### config.mk
export PLATFORM = sky130hd
export DESIGN_NAME = sorted_multiset_table
export DESIGN_NICKNAME = d
export VERILOG_FILES = /design/src/rtl/smt_pkg.sv /design/src/rtl/smt_ctrl.sv /design/src/rtl/smt_dpath.sv /design/src/rtl/sorted_multiset_table.sv
export SDC_FILE = /design/constraint.sdc
export NUM_CORES = 2
export LEC_CHECK = 0
export ABC_CLOCK_PERIOD_IN_PS = 6450
export BUFFER_PORTS_ARGS = -buffer_cell sky130_fd_sc_hd__buf_2
export CAP_MARGIN = 40
export CORE_MARGIN = 1
export CORE_UTILIZATION = 55
export CTS_CLUSTER_SIZE = 14
export DETAILED_ROUTE_END_ITERATION = 8
export PLACE_DENSITY_LB_ADDON = 0.15
export SETUP_SLACK_MARGIN = 0.1
export SLEW_MARGIN = 20
export SYNTH_ARGS = -nofsm -noshare
export SYNTH_HDL_FRONTEND = slang
export SYNTH_SLANG_ARGS = --single-unit
### constraint.sdc
create_clock -name clk -period 6.45 [get_ports clk]
set_input_delay 1.29 -clock clk [delete_from_list [all_inputs] [get_ports clk]]
set_output_delay 1.29 -clock clk [all_outputs]
set_load 0.02 [all_outputs]
### src/rtl/smt_pkg.sv
// Shared types and constants for the sorted multiset table.
// Used by the controller, the datapath, the top level and the checker.
`default_nettype none

package smt_pkg;

    localparam int DEPTH_DEF = 64;

    localparam int VALUE_W = 32;
    localparam int COUNT_W = 16;
    localparam int POS_W   = 6;
    localparam int DIST_W  = 7;
    localparam int TOTAL_W = 22;

    localparam logic [COUNT_W-1:0] COUNT_MAX = 16'hFFFF;
    localparam logic [TOTAL_W-1:0] TOTAL_MAX = 22'h3FFFFF;
    localparam logic [DIST_W-1:0]  DIST_MAX  = 7'h7F;

    typedef enum logic [1:0] {
        CMD_ADD     = 2'd0,
        CMD_REMOVE  = 2'd1,
        CMD_LOOKUP  = 2'd2,
        CMD_READ_AT = 2'd3
    } cmd_t;

    typedef enum logic [1:0] {
        ST_OK        = 2'd0,
        ST_NOT_FOUND = 2'd1,
        ST_FULL      = 2'd2,
        ST_BAD_POS   = 2'd3
    } status_t;

    // Datapath operations issued by the controller, one per cycle
    typedef enum logic [3:0] {
        DP_IDLE       = 4'd0,
        DP_LOAD       = 4'd1,
        DP_SCAN       = 4'd2,
        DP_BUMP       = 4'd3,
        DP_ROOM_INIT  = 4'd4,
        DP_ROOM_STEP  = 4'd5,
        DP_PLACE      = 4'd6,
        DP_CLOSE_INIT = 4'd7,
        DP_CLOSE_STEP = 4'd8,
        DP_DROP       = 4'd9,
        DP_READ_POS   = 4'd10,
        DP_RESULT     = 4'd11
    } dp_op_t;

    typedef struct packed {
        dp_op_t op;
    } dp_ctrl_t;

    typedef struct packed {
        cmd_t cmd;
        logic scan_done;
        logic shift_done;
        logic found;
        logic full;
        logic cnt_one;
    } dp_stat_t;

endpackage

`default_nettype wire

### src/rtl/smt_ctrl.sv
// Controller state machine of the sorted multiset table.
// Depends on smt_pkg; drives the datapath through dp_ctrl_t.
`default_nettype none

module smt_ctrl
    import smt_pkg::*;
(
    input  wire logic     clk,
    input  wire logic     rst_n,
    input  wire logic     start,
    input  wire dp_stat_t stat,
    output dp_ctrl_t      ctrl,
    output logic          busy
);

    typedef enum logic [4:0] {
        S_IDLE   = 5'b00001,
        S_SCAN   = 5'b00010,
        S_ROOM   = 5'b00100,
        S_CLOSE  = 5'b01000,
        S_RESULT = 5'b10000
    } state_t;

    state_t state_reg;
    state_t state_next;
    dp_op_t op;

    always_comb
    begin
        state_next = state_reg;
        op         = DP_IDLE;
        case (state_reg)
            S_IDLE:
            begin
                if (start)
                begin
                    op         = DP_LOAD;
                    state_next = S_SCAN;
                end
            end
            S_SCAN:
            begin
                if (stat.cmd == CMD_READ_AT)
                begin
                    op         = DP_READ_POS;
                    state_next = S_RESULT;
                end
                else if (!stat.scan_done)
                begin
                    op = DP_SCAN;
                end
                else
                begin
                    state_next = S_RESULT;
                    case (stat.cmd)
                        CMD_ADD:
                        begin
                            if (stat.found)
                            begin
                                op = DP_BUMP;
                            end
                            else if (!stat.full)
                            begin
                                op         = DP_ROOM_INIT;
                                state_next = S_ROOM;
                            end
                        end
                        CMD_REMOVE:
                        begin
                            if (stat.found && stat.cnt_one)
                            begin
                                op         = DP_CLOSE_INIT;
                                state_next = S_CLOSE;
                            end
                            else if (stat.found)
                            begin
                                op = DP_BUMP;
                            end
                        end
                        default: ;
                    endcase
                end
            end
            S_ROOM:
            begin
                if (stat.shift_done)
                begin
                    op         = DP_PLACE;
                    state_next = S_RESULT;
                end
                else
                begin
                    op = DP_ROOM_STEP;
                end
            end
            S_CLOSE:
            begin
                if (stat.shift_done)
                begin
                    op         = DP_DROP;
                    state_next = S_RESULT;
                end
                else
                begin
                    op = DP_CLOSE_STEP;
                end
            end
            S_RESULT:
            begin
                op         = DP_RESULT;
                state_next = S_IDLE;
            end
            default:
            begin
                state_next = S_IDLE;
            end
        endcase
    end

    always_ff @(posedge clk or negedge rst_n)
    begin
        if (!rst_n)
        begin
            state_reg <= S_IDLE;
        end
        else
        begin
            state_reg <= state_next;
        end
    end

    assign ctrl.op = op;
    assign busy    = (state_reg != S_IDLE);

endmodule

`default_nettype wire

### src/rtl/smt_dpath.sv
// Datapath of the sorted multiset table: entry memories, scan and shift
// pointers, counters and result registers. Depends on smt_pkg.
`default_nettype none

module smt_dpath
    import smt_pkg::*;
#(
    parameter int DEPTH = DEPTH_DEF
)
(
    input  wire logic                       clk,
    input  wire logic                       rst_n,
    input  wire dp_ctrl_t                   ctrl,
    output dp_stat_t                        stat,
    input  wire logic [1:0]                 cmd,
    input  wire logic signed [VALUE_W-1:0]  value,
    input  wire logic [POS_W-1:0]           position,
    input  wire logic                       cfg_we,
    input  wire logic                       order_descending,
    output logic                            done,
    output logic [1:0]                      status,
    output logic [COUNT_W-1:0]              occurrences,
    output logic signed [VALUE_W-1:0]       value_out,
    output logic [DIST_W-1:0]               distinct_count,
    output logic [TOTAL_W-1:0]              total_count
);

    localparam int AW = $clog2(DEPTH);
    localparam int CW = $clog2(DEPTH + 1);
    localparam int TW = COUNT_W + AW;
    localparam int PW = (CW > POS_W) ? CW : POS_W;
    localparam int DW = (CW > DIST_W) ? CW : DIST_W;
    localparam int SW = (TW > TOTAL_W) ? TW : TOTAL_W;
    localparam logic [CW-1:0] DEPTH_C = CW'(DEPTH);

    function automatic logic comes_before(input logic [VALUE_W-1:0] a,
                                          input logic [VALUE_W-1:0] b,
                                          input logic desc);
        logic lt;
        logic gt;
        lt = $signed(a) < $signed(b);
        gt = $signed(a) > $signed(b);
        return desc ? gt : lt;
    endfunction

    // Entry storage
    logic [VALUE_W-1:0] mem_val [DEPTH];
    logic [COUNT_W-1:0] mem_cnt [DEPTH];

    logic               wr_en;
    logic [AW-1:0]      wr_addr;
    logic [VALUE_W-1:0] wr_val;
    logic [COUNT_W-1:0] wr_cnt;
    logic               rd_en;
    logic [AW-1:0]      rd_addr;
    logic [VALUE_W-1:0] rd_val_reg;
    logic [COUNT_W-1:0] rd_cnt_reg;

    always_ff @(posedge clk)
    begin
        if (wr_en)
        begin
            mem_val[wr_addr] <= wr_val;
            mem_cnt[wr_addr] <= wr_cnt;
        end
        if (rd_en)
        begin
            rd_val_reg <= mem_val[rd_addr];
            rd_cnt_reg <= mem_cnt[rd_addr];
        end
    end

    // Control state
    logic          order_reg,     order_next;
    cmd_t          cmd_reg,       cmd_next;
    logic [CW-1:0] used_reg,      used_next;
    logic [TW-1:0] total_reg,     total_next;
    logic [CW-1:0] ptr_reg,       ptr_next;
    logic [CW-1:0] tag_reg,       tag_next;
    logic          rd_vld_reg,    rd_vld_next;
    logic          found_reg,     found_next;
    logic          ins_found_reg, ins_found_next;
    logic          full_reg,      full_next;
    logic          done_reg,      done_next;

    // Payload
    logic [VALUE_W-1:0] val_reg,     val_next;
    logic [POS_W-1:0]   pos_reg,     pos_next;
    logic [CW-1:0]      hit_reg,     hit_next;
    logic [COUNT_W-1:0] hit_cnt_reg, hit_cnt_next;
    logic [CW-1:0]      ins_reg,     ins_next;
    status_t            res_st_reg,  res_st_next;
    logic [COUNT_W-1:0] res_occ_reg, res_occ_next;
    logic [VALUE_W-1:0] res_val_reg, res_val_next;
    logic [DIST_W-1:0]  res_dst_reg, res_dst_next;
    logic [TOTAL_W-1:0] res_tot_reg, res_tot_next;

    logic [CW-1:0]      ptr_dec;
    logic [CW-1:0]      ptr_inc;
    logic [CW-1:0]      tag_inc;
    logic [CW-1:0]      tag_dec;
    logic [COUNT_W-1:0] cnt_inc;
    logic [PW-1:0]      pos_w;
    logic               pos_ok;
    logic [DW-1:0]      used_w;
    logic [SW-1:0]      total_w;

    assign ptr_dec = ptr_reg - 1'b1;
    assign ptr_inc = ptr_reg + 1'b1;
    assign tag_inc = tag_reg + 1'b1;
    assign tag_dec = tag_reg - 1'b1;
    assign cnt_inc = (hit_cnt_reg == COUNT_MAX) ? COUNT_MAX : hit_cnt_reg + 1'b1;
    assign pos_w   = PW'(pos_reg);
    assign pos_ok  = pos_w < PW'(used_reg);
    assign used_w  = DW'(used_reg);
    assign total_w = SW'(total_reg);

    always_comb
    begin
        order_next     = order_reg;
        cmd_next       = cmd_reg;
        used_next      = used_reg;
        total_next     = total_reg;
        ptr_next       = ptr_reg;
        tag_next       = tag_reg;
        rd_vld_next    = 1'b0;
        found_next     = found_reg;
        ins_found_next = ins_found_reg;
        full_next      = full_reg;
        done_next      = 1'b0;
        val_next       = val_reg;
        pos_next       = pos_reg;
        hit_next       = hit_reg;
        hit_cnt_next   = hit_cnt_reg;
        ins_next       = ins_reg;
        res_st_next    = res_st_reg;
        res_occ_next   = res_occ_reg;
        res_val_next   = res_val_reg;
        res_dst_next   = res_dst_reg;
        res_tot_next   = res_tot_reg;
        wr_en          = 1'b0;
        wr_addr        = '0;
        wr_val         = val_reg;
        wr_cnt         = '0;
        rd_en          = 1'b0;
        rd_addr        = '0;

        if (cfg_we)
        begin
            order_next = order_descending;
        end

        case (ctrl.op)
            DP_LOAD:
            begin
                cmd_next       = cmd_t'(cmd);
                val_next       = value;
                pos_next       = position;
                ptr_next       = '0;
                found_next     = 1'b0;
                ins_found_next = 1'b0;
                ins_next       = used_reg;
                full_next      = (used_reg >= DEPTH_C);
            end
            DP_SCAN:
            begin
                // read one entry a cycle, compare it the cycle after
                if (!found_reg && (ptr_reg < used_reg))
                begin
                    rd_en       = 1'b1;
                    rd_addr     = ptr_reg[AW-1:0];
                    rd_vld_next = 1'b1;
                    tag_next    = ptr_reg;
                    ptr_next    = ptr_inc;
                end
                if (rd_vld_reg && !found_reg)
                begin
                    if (rd_val_reg == val_reg)
                    begin
                        found_next   = 1'b1;
                        hit_next     = tag_reg;
                        hit_cnt_next = rd_cnt_reg;
                    end
                    if (!ins_found_reg && !comes_before(rd_val_reg, val_reg, order_reg))
                    begin
                        ins_found_next = 1'b1;
                        ins_next       = tag_reg;
                    end
                end
            end
            DP_BUMP:
            begin
                wr_en   = 1'b1;
                wr_addr = hit_reg[AW-1:0];
                if (cmd_reg == CMD_ADD)
                begin
                    wr_cnt = cnt_inc;
                    if (hit_cnt_reg != COUNT_MAX)
                    begin
                        total_next = total_reg + 1'b1;
                    end
                end
                else
                begin
                    wr_cnt     = hit_cnt_reg - 1'b1;
                    total_next = total_reg - 1'b1;
                end
            end
            DP_ROOM_INIT:
            begin
                ptr_next = used_reg;
            end
            DP_ROOM_STEP:
            begin
                // move entries one place back, last first
                if (ptr_reg > ins_reg)
                begin
                    rd_en       = 1'b1;
                    rd_addr     = ptr_dec[AW-1:0];
                    rd_vld_next = 1'b1;
                    tag_next    = ptr_dec;
                    ptr_next    = ptr_dec;
                end
                if (rd_vld_reg)
                begin
                    wr_en   = 1'b1;
                    wr_addr = tag_inc[AW-1:0];
                    wr_val  = rd_val_reg;
                    wr_cnt  = rd_cnt_reg;
                end
            end
            DP_PLACE:
            begin
                wr_en      = 1'b1;
                wr_addr    = ins_reg[AW-1:0];
                wr_val     = val_reg;
                wr_cnt     = COUNT_W'(1);
                used_next  = used_reg + 1'b1;
                total_next = total_reg + 1'b1;
            end
            DP_CLOSE_INIT:
            begin
                ptr_next = hit_reg + 1'b1;
            end
            DP_CLOSE_STEP:
            begin
                // move later entries one place forward, first first
                if (ptr_reg < used_reg)
                begin
                    rd_en       = 1'b1;
                    rd_addr     = ptr_reg[AW-1:0];
                    rd_vld_next = 1'b1;
                    tag_next    = ptr_reg;
                    ptr_next    = ptr_inc;
                end
                if (rd_vld_reg)
                begin
                    wr_en   = 1'b1;
                    wr_addr = tag_dec[AW-1:0];
                    wr_val  = rd_val_reg;
                    wr_cnt  = rd_cnt_reg;
                end
            end
            DP_DROP:
            begin
                used_next  = used_reg - 1'b1;
                total_next = total_reg - 1'b1;
            end
            DP_READ_POS:
            begin
                rd_en   = 1'b1;
                rd_addr = pos_w[AW-1:0];
            end
            DP_RESULT:
            begin
                done_next    = 1'b1;
                res_st_next  = ST_OK;
                res_occ_next = '0;
                res_val_next = '0;
                case (cmd_reg)
                    CMD_ADD:
                    begin
                        if (found_reg)
                        begin
                            res_occ_next = cnt_inc;
                        end
                        else if (full_reg)
                        begin
                            res_st_next = ST_FULL;
                        end
                        else
                        begin
                            res_occ_next = COUNT_W'(1);
                        end
                    end
                    CMD_REMOVE:
                    begin
                        if (!found_reg)
                        begin
                            res_st_next = ST_NOT_FOUND;
                        end
                        else if (hit_cnt_reg != COUNT_W'(1))
                        begin
                            res_occ_next = hit_cnt_reg - 1'b1;
                        end
                    end
                    CMD_LOOKUP:
                    begin
                        if (found_reg)
                        begin
                            res_occ_next = hit_cnt_reg;
                        end
                        else
                        begin
                            res_st_next = ST_NOT_FOUND;
                        end
                    end
                    CMD_READ_AT:
                    begin
                        if (pos_ok)
                        begin
                            res_occ_next = rd_cnt_reg;
                            res_val_next = rd_val_reg;
                        end
                        else
                        begin
                            res_st_next = ST_BAD_POS;
                        end
                    end
                    default: ;
                endcase
                res_dst_next = (used_w > DW'(DIST_MAX)) ? DIST_MAX : used_w[DIST_W-1:0];
                res_tot_next = (total_w > SW'(TOTAL_MAX)) ? TOTAL_MAX
                                                          : total_w[TOTAL_W-1:0];
            end
            default: ;
        endcase
    end

    always_ff @(posedge clk or negedge rst_n)
    begin
        if (!rst_n)
        begin
            order_reg     <= 1'b0;
            cmd_reg       <= CMD_ADD;
            used_reg      <= '0;
            total_reg     <= '0;
            ptr_reg       <= '0;
            tag_reg       <= '0;
            rd_vld_reg    <= 1'b0;
            found_reg     <= 1'b0;
            ins_found_reg <= 1'b0;
            full_reg      <= 1'b0;
            done_reg      <= 1'b0;
        end
        else
        begin
            order_reg     <= order_next;
            cmd_reg       <= cmd_next;
            used_reg      <= used_next;
            total_reg     <= total_next;
            ptr_reg       <= ptr_next;
            tag_reg       <= tag_next;
            rd_vld_reg    <= rd_vld_next;
            found_reg     <= found_next;
            ins_found_reg <= ins_found_next;
            full_reg      <= full_next;
            done_reg      <= done_next;
        end
    end

    always_ff @(posedge clk)
    begin
        val_reg     <= val_next;
        pos_reg     <= pos_next;
        hit_reg     <= hit_next;
        hit_cnt_reg <= hit_cnt_next;
        ins_reg     <= ins_next;
        res_st_reg  <= res_st_next;
        res_occ_reg <= res_occ_next;
        res_val_reg <= res_val_next;
        res_dst_reg <= res_dst_next;
        res_tot_reg <= res_tot_next;
    end

    assign stat.cmd        = cmd_reg;
    assign stat.scan_done  = found_reg || ((ptr_reg >= used_reg) && !rd_vld_reg);
    assign stat.shift_done = !rd_vld_reg &&
                             (ptr_reg == ((cmd_reg == CMD_ADD) ? ins_reg : used_reg));
    assign stat.found      = found_reg;
    assign stat.full       = full_reg;
    assign stat.cnt_one    = (hit_cnt_reg == COUNT_W'(1));

    assign done           = done_reg;
    assign status         = res_st_reg;
    assign occurrences    = res_occ_reg;
    assign value_out      = res_val_reg;
    assign distinct_count = res_dst_reg;
    assign total_count    = res_tot_reg;

endmodule

`default_nettype wire

### src/rtl/sorted_multiset_table.sv
// Sorted multiset table: a command is taken when start is high and busy low.
// Scanning the n entries held serves add, remove and lookup; an add that inserts and a
// remove that deletes then shift the later entries, one entry a cycle each. A read-at
// reads its position directly, with no scan.
// A new command is taken in the strobe cycle; the receiver cannot stall.
// Asynchronous active-low reset empties the table and sets ascending order.
`default_nettype none

module sorted_multiset_table
    import smt_pkg::*;
#(
    parameter int DEPTH = DEPTH_DEF
)
(
    input  wire logic                       clk,
    input  wire logic                       rst_n,
    input  wire logic                       start,
    output logic                            busy,
    input  wire logic [1:0]                 cmd,
    input  wire logic signed [VALUE_W-1:0]  value,
    input  wire logic [POS_W-1:0]           position,
    input  wire logic                       cfg_we,
    input  wire logic                       order_descending,
    output logic                            done,
    output logic [1:0]                      status,
    output logic [COUNT_W-1:0]              occurrences,
    output logic signed [VALUE_W-1:0]       value_out,
    output logic [DIST_W-1:0]               distinct_count,
    output logic [TOTAL_W-1:0]              total_count
);

    dp_ctrl_t ctrl;
    dp_stat_t stat;

    smt_ctrl u_ctrl
    (
        .clk   (clk),
        .rst_n (rst_n),
        .start (start),
        .stat  (stat),
        .ctrl  (ctrl),
        .busy  (busy)
    );

    smt_dpath #(
        .DEPTH (DEPTH)
    ) u_dpath
    (
        .clk              (clk),
        .rst_n            (rst_n),
        .ctrl             (ctrl),
        .stat             (stat),
        .cmd              (cmd),
        .value            (value),
        .position         (position),
        .cfg_we           (cfg_we),
        .order_descending (order_descending),
        .done             (done),
        .status           (status),
        .occurrences      (occurrences),
        .value_out        (value_out),
        .distinct_count   (distinct_count),
        .total_count      (total_count)
    );

endmodule

`default_nettype wire

==> metrics.md <==
| Metric | Value |
|---|---|
| Max_cap viols | `0` |
| Netlist cell types | `92` |
| Synthesized flop and latch total | `3323` |
| Most common cell after layout, fill and taps aside | `edfxtp_1` |
| Final setup vio count | `1` |
| Post-placement setup slack | `0.254 ns` |
| Die area | `243000 sq um` |
| All-Layer GR Usage | `37.5%` |
| Int Pwr | `37.0 mW` |
| CTS buffer count | `346` |
| Max FO, Critical Path | `25` |
| Tot Pwr | `49.0 mW` |
| Initial core utilization | `55.6%` |
| DRT Pass-1 Iters | `9` |
| Worst vdd ir | `0.364 mV` |
| Setup TNS | `-0.0127 ns` |
| Inst Count DP | `11900` |
| Worst min path class | `primary input to asynchronous set/reset pin` |
| Core area | `239000 sq um` |
| Fraction of layout cells with a size suffix above 1 | `16.0%` |
| Relative slew slack | `22.5%` |
| Avg Inst Size Synth | `15.3 sq um` |
| Finished Layout Cells | `12500` |
| CP arrival | `7.31 ns` |
| Worst Skew | `0.0643 ns` |
| Routed length on met3 | `68700 um` |
| Total congestion overflow | `0` |
| Crit path time final | `6.46 ns` |
| First-pass GRT wire length | `631000 um` |
| Sw frac | `24.3%` |
| Largest net degree at the start of global routing | `99` |
| Synth-to-Final Area Change | `14.7%` |
| Final #Nets | `9183` |
| Setup ws final | `-0.0127 ns` |
| Number of synthesized flops with an enable pin | `3267` |
| CTS root buf | `clkbuf_16` |
| Post-CTS setup buffer count | `0` |
| Top post-synthesis cells by area | `edfxtp_1 (74%), nand2_1 (4.6%), mux4_2 (4.0%)` |
| Largest register FFs | `2048` |
| CTS Buffer Depth | `4` |
| WS Path Type | `register to register` |
| Metal-1 WL | `163000 um` |
| Final hold violations | `0` |
| Fin util | `63.7%` |
| TritonCTS clock tree | `built` |
| Status | `complete, but fails checks` |
| Critical Path Sink Type | `register` |
| Worst-Skew Late Latency | `1.01 ns` |
| Most flop-heavy register | `u_dpath.mem_val` |
| DR iter-0 viols | `15800` |
| RSZ-0062 raised after global routing | `no` |
| Largest regs | `u_dpath.mem_val (2048), u_dpath.mem_cnt (1024)` |
| Detail Placement HPWL | `269000 um` |
| Clk pin slew, worst setup/hold paths | `0.06 ns` |
| Area leader, netlist | `edfxtp_1` |
| Die Span Y | `493 um` |
| DR DRC count | `2` |
| Hold slack final | `0.225 ns` |
| Final Slew Violations | `0` |
| Initial antenna violation count | `40` |
| Seq/Total Area, Yosys | `75.0%` |
| Crit share post-route | `100%` |
| Syn Nets | `8788` |
| ANT nets after route | `0` |
| Number of global-route vias before repair | `80600` |
| Total net switching power | `11.9 mW` |
| Leak Pwr | `52.1 nW` |
| Post-synth ARST share | `1.69%` |
| Yosys warns | `0` |
| Synthesized netlist cell count | `8671` |
| CP startpoint kind | `register` |
| Final non-filler cell area | `152000 sq um` |
| Sequential share of power | `51.0%` |
| Total Wirelength | `459000 um` |
| Predominant post-synthesis flop cell | `edfxtp_1` |
| DIE WIDTH | `493 um` |
| # IOs | `126` |
| PortBufs | `125` |
| Post-DR vias/cell | `6.92` |
| Slew @ Worst Pin | `1.16 ns` |
| Row count | `179` |
| Clock group share of total power | `39.4%` |
| Violated checks | `DRC, setup timing` |
| Via count of the routed design | `86500` |
| Highest metal used | `met5` |
| Yosys top cell area share | `74.0%` |
| Wire per inst | `36.7 um` |
| Post-DP Area | `141000 sq um` |
| WP data required | `7.30 ns` |
| Clock tree sinks | `3323` |
| Commonest cells after routing, fill and taps aside | `edfxtp_1 (3267), nand2_1 (1623), a21oi_1 (508)` |
| Post-Syn Area | `133000 sq um` |
| H-tree levels | `5` |
| GPL Wtd Cong | `0.931` |
| Logic gate share of total power | `9.6%` |
| Fillcell total | `16800` |
| PwrDens | `322 nW/um^2` |
| Fmax | `0.155 GHz` |
| Met2 routed WL | `203000 um` |
==> power by group through the flow <==
stage	Combinational, mW	Sequential (mW)	Clock [mW]
after global placement	4.30	25.4	0
after floorplan	2.46	25.4	0
final	4.69	25.0	19.3
after global routing	4.87	25.0	20.1
after CTS	4.49	24.9	19.3
after detailed placement	4.47	25.4	0
==> worst max-delay path, cell delays in order, from the launching register on <==
cell and delay [ns]:
dfrtp_1 0.41, inv_1 0.13, ha_2 0.37, mux2i_1 0.25, xnor2_1 0.11, or4_1 0.74, o211ai_2 0.37, o21ai_1 0.30
a21oi_4 0.74, buf_4 0.36, buf_4 0.45, buf_4 0.25, a21oi_1 0.08, a22oi_1 0.36, o22ai_1 0.21, o21ai_0 0.86
and4_1 0.31
==> final cells by class <==
cell class | instances | area (sq um) | share of cell area [%]
diodes | 17 | 42.5 | 0.0280
clock buffers | 424 | 9150 | 6.02
clock inverters | 175 | 1540 | 1.01
inverters | 77 | 290 | 0.191
multi-input cells | 4694 | 31100 | 20.5
flip-flops and latches | 3323 | 99500 | 65.4
well taps | 3167 | 3960 | 2.60
repair buffers | 624 | 6490 | 4.27
==> routing by layer <==
| layer | vias to the layer above | track usage, % |
|---|---|---|
| met1 | 43600 | 51.8 |
| met5 | - | 0 |
| li1 | 34400 | - |
| met2 | 7186 | 55.6 |
| met4 | 14 | 16.9 |
| met3 | 1264 | 10.5 |
==> synthesized netlist by cell type, drive strengths merged (12+ instances only) <==
cell type and count:
o21a 14, nand4 96, a211oi 25, clkbuf 199, nand3 459, and2 43
xnor2 45, xor2 31, inv 76, o2111ai 27, a31oi 154, mux4 237
ha 71, nor2b 13, nor2 189, dfrtp 55, o22ai 60, and4 15
a32oi 84, buf 378, a2111oi 35, nor3 58, or3 12, o21ai 126
o211ai 16, a21o 23, a221oi 36, a22o 30, edfxtp 3267, nand2 1626
mux2i 177, nor4 33, and3 34, a22oi 260, a222oi 12, a21oi 512
==> kinds of logic (layout without fill, tap and decap cells) <==
group / count (synthesis) / in the layout / share of synthesized area, %
fa+ha+maj: 72 / 72 / 0.685
simple gates: 2620 / 2620 / 8.55
compound gates: 1501 / 1501 / 7.45
buf+inv: 654 / 1300 / 2.36
flops: 3323 / 3323 / 75.0
other cells: 0 / 17 / 0
mux: 425 / 425 / 5.45
xor+xnor: 76 / 76 / 0.502
==> timing repair <==
item | CTS | global route
setup endpoints to repair | 0 | 2
gates resized for setup | 0 | 2
hold buffers | 0 | 0
==> path summary, 6_finish.rpt <==
| kind | startpoint | to | slack (ns) | cells after the start |
|---|---|---|---|---|
| min reg2reg | u_dpath.total_reg[21]$_DFFE_PN0P_ | u_dpath.total_reg[21]$_DFFE_PN0P_ | 0.47 | 1 |
| max reg2reg | u_dpath.cmd_reg[0]$_DFFE_PN0P_ | u_dpath.rd_val_reg[0]$_DFFE_PP_ | -0.01 | 16 |
| max in group asynchronous | rst_n | u_ctrl.state_reg[0]$_DFFE_PN1P_ | 5.71 | 3 |
| min in group clk | u_dpath.total_reg[21]$_DFFE_PN0P_ | u_dpath.total_reg[21]$_DFFE_PN0P_ | 0.47 | 1 |
| max | u_dpath.cmd_reg[0]$_DFFE_PN0P_ | u_dpath.rd_val_reg[0]$_DFFE_PP_ | -0.01 | 16 |
| min | rst_n | u_dpath.found_reg$_DFFE_PN0P_ | 0.22 | 2 |
Power figures use the tool's default switching activity.
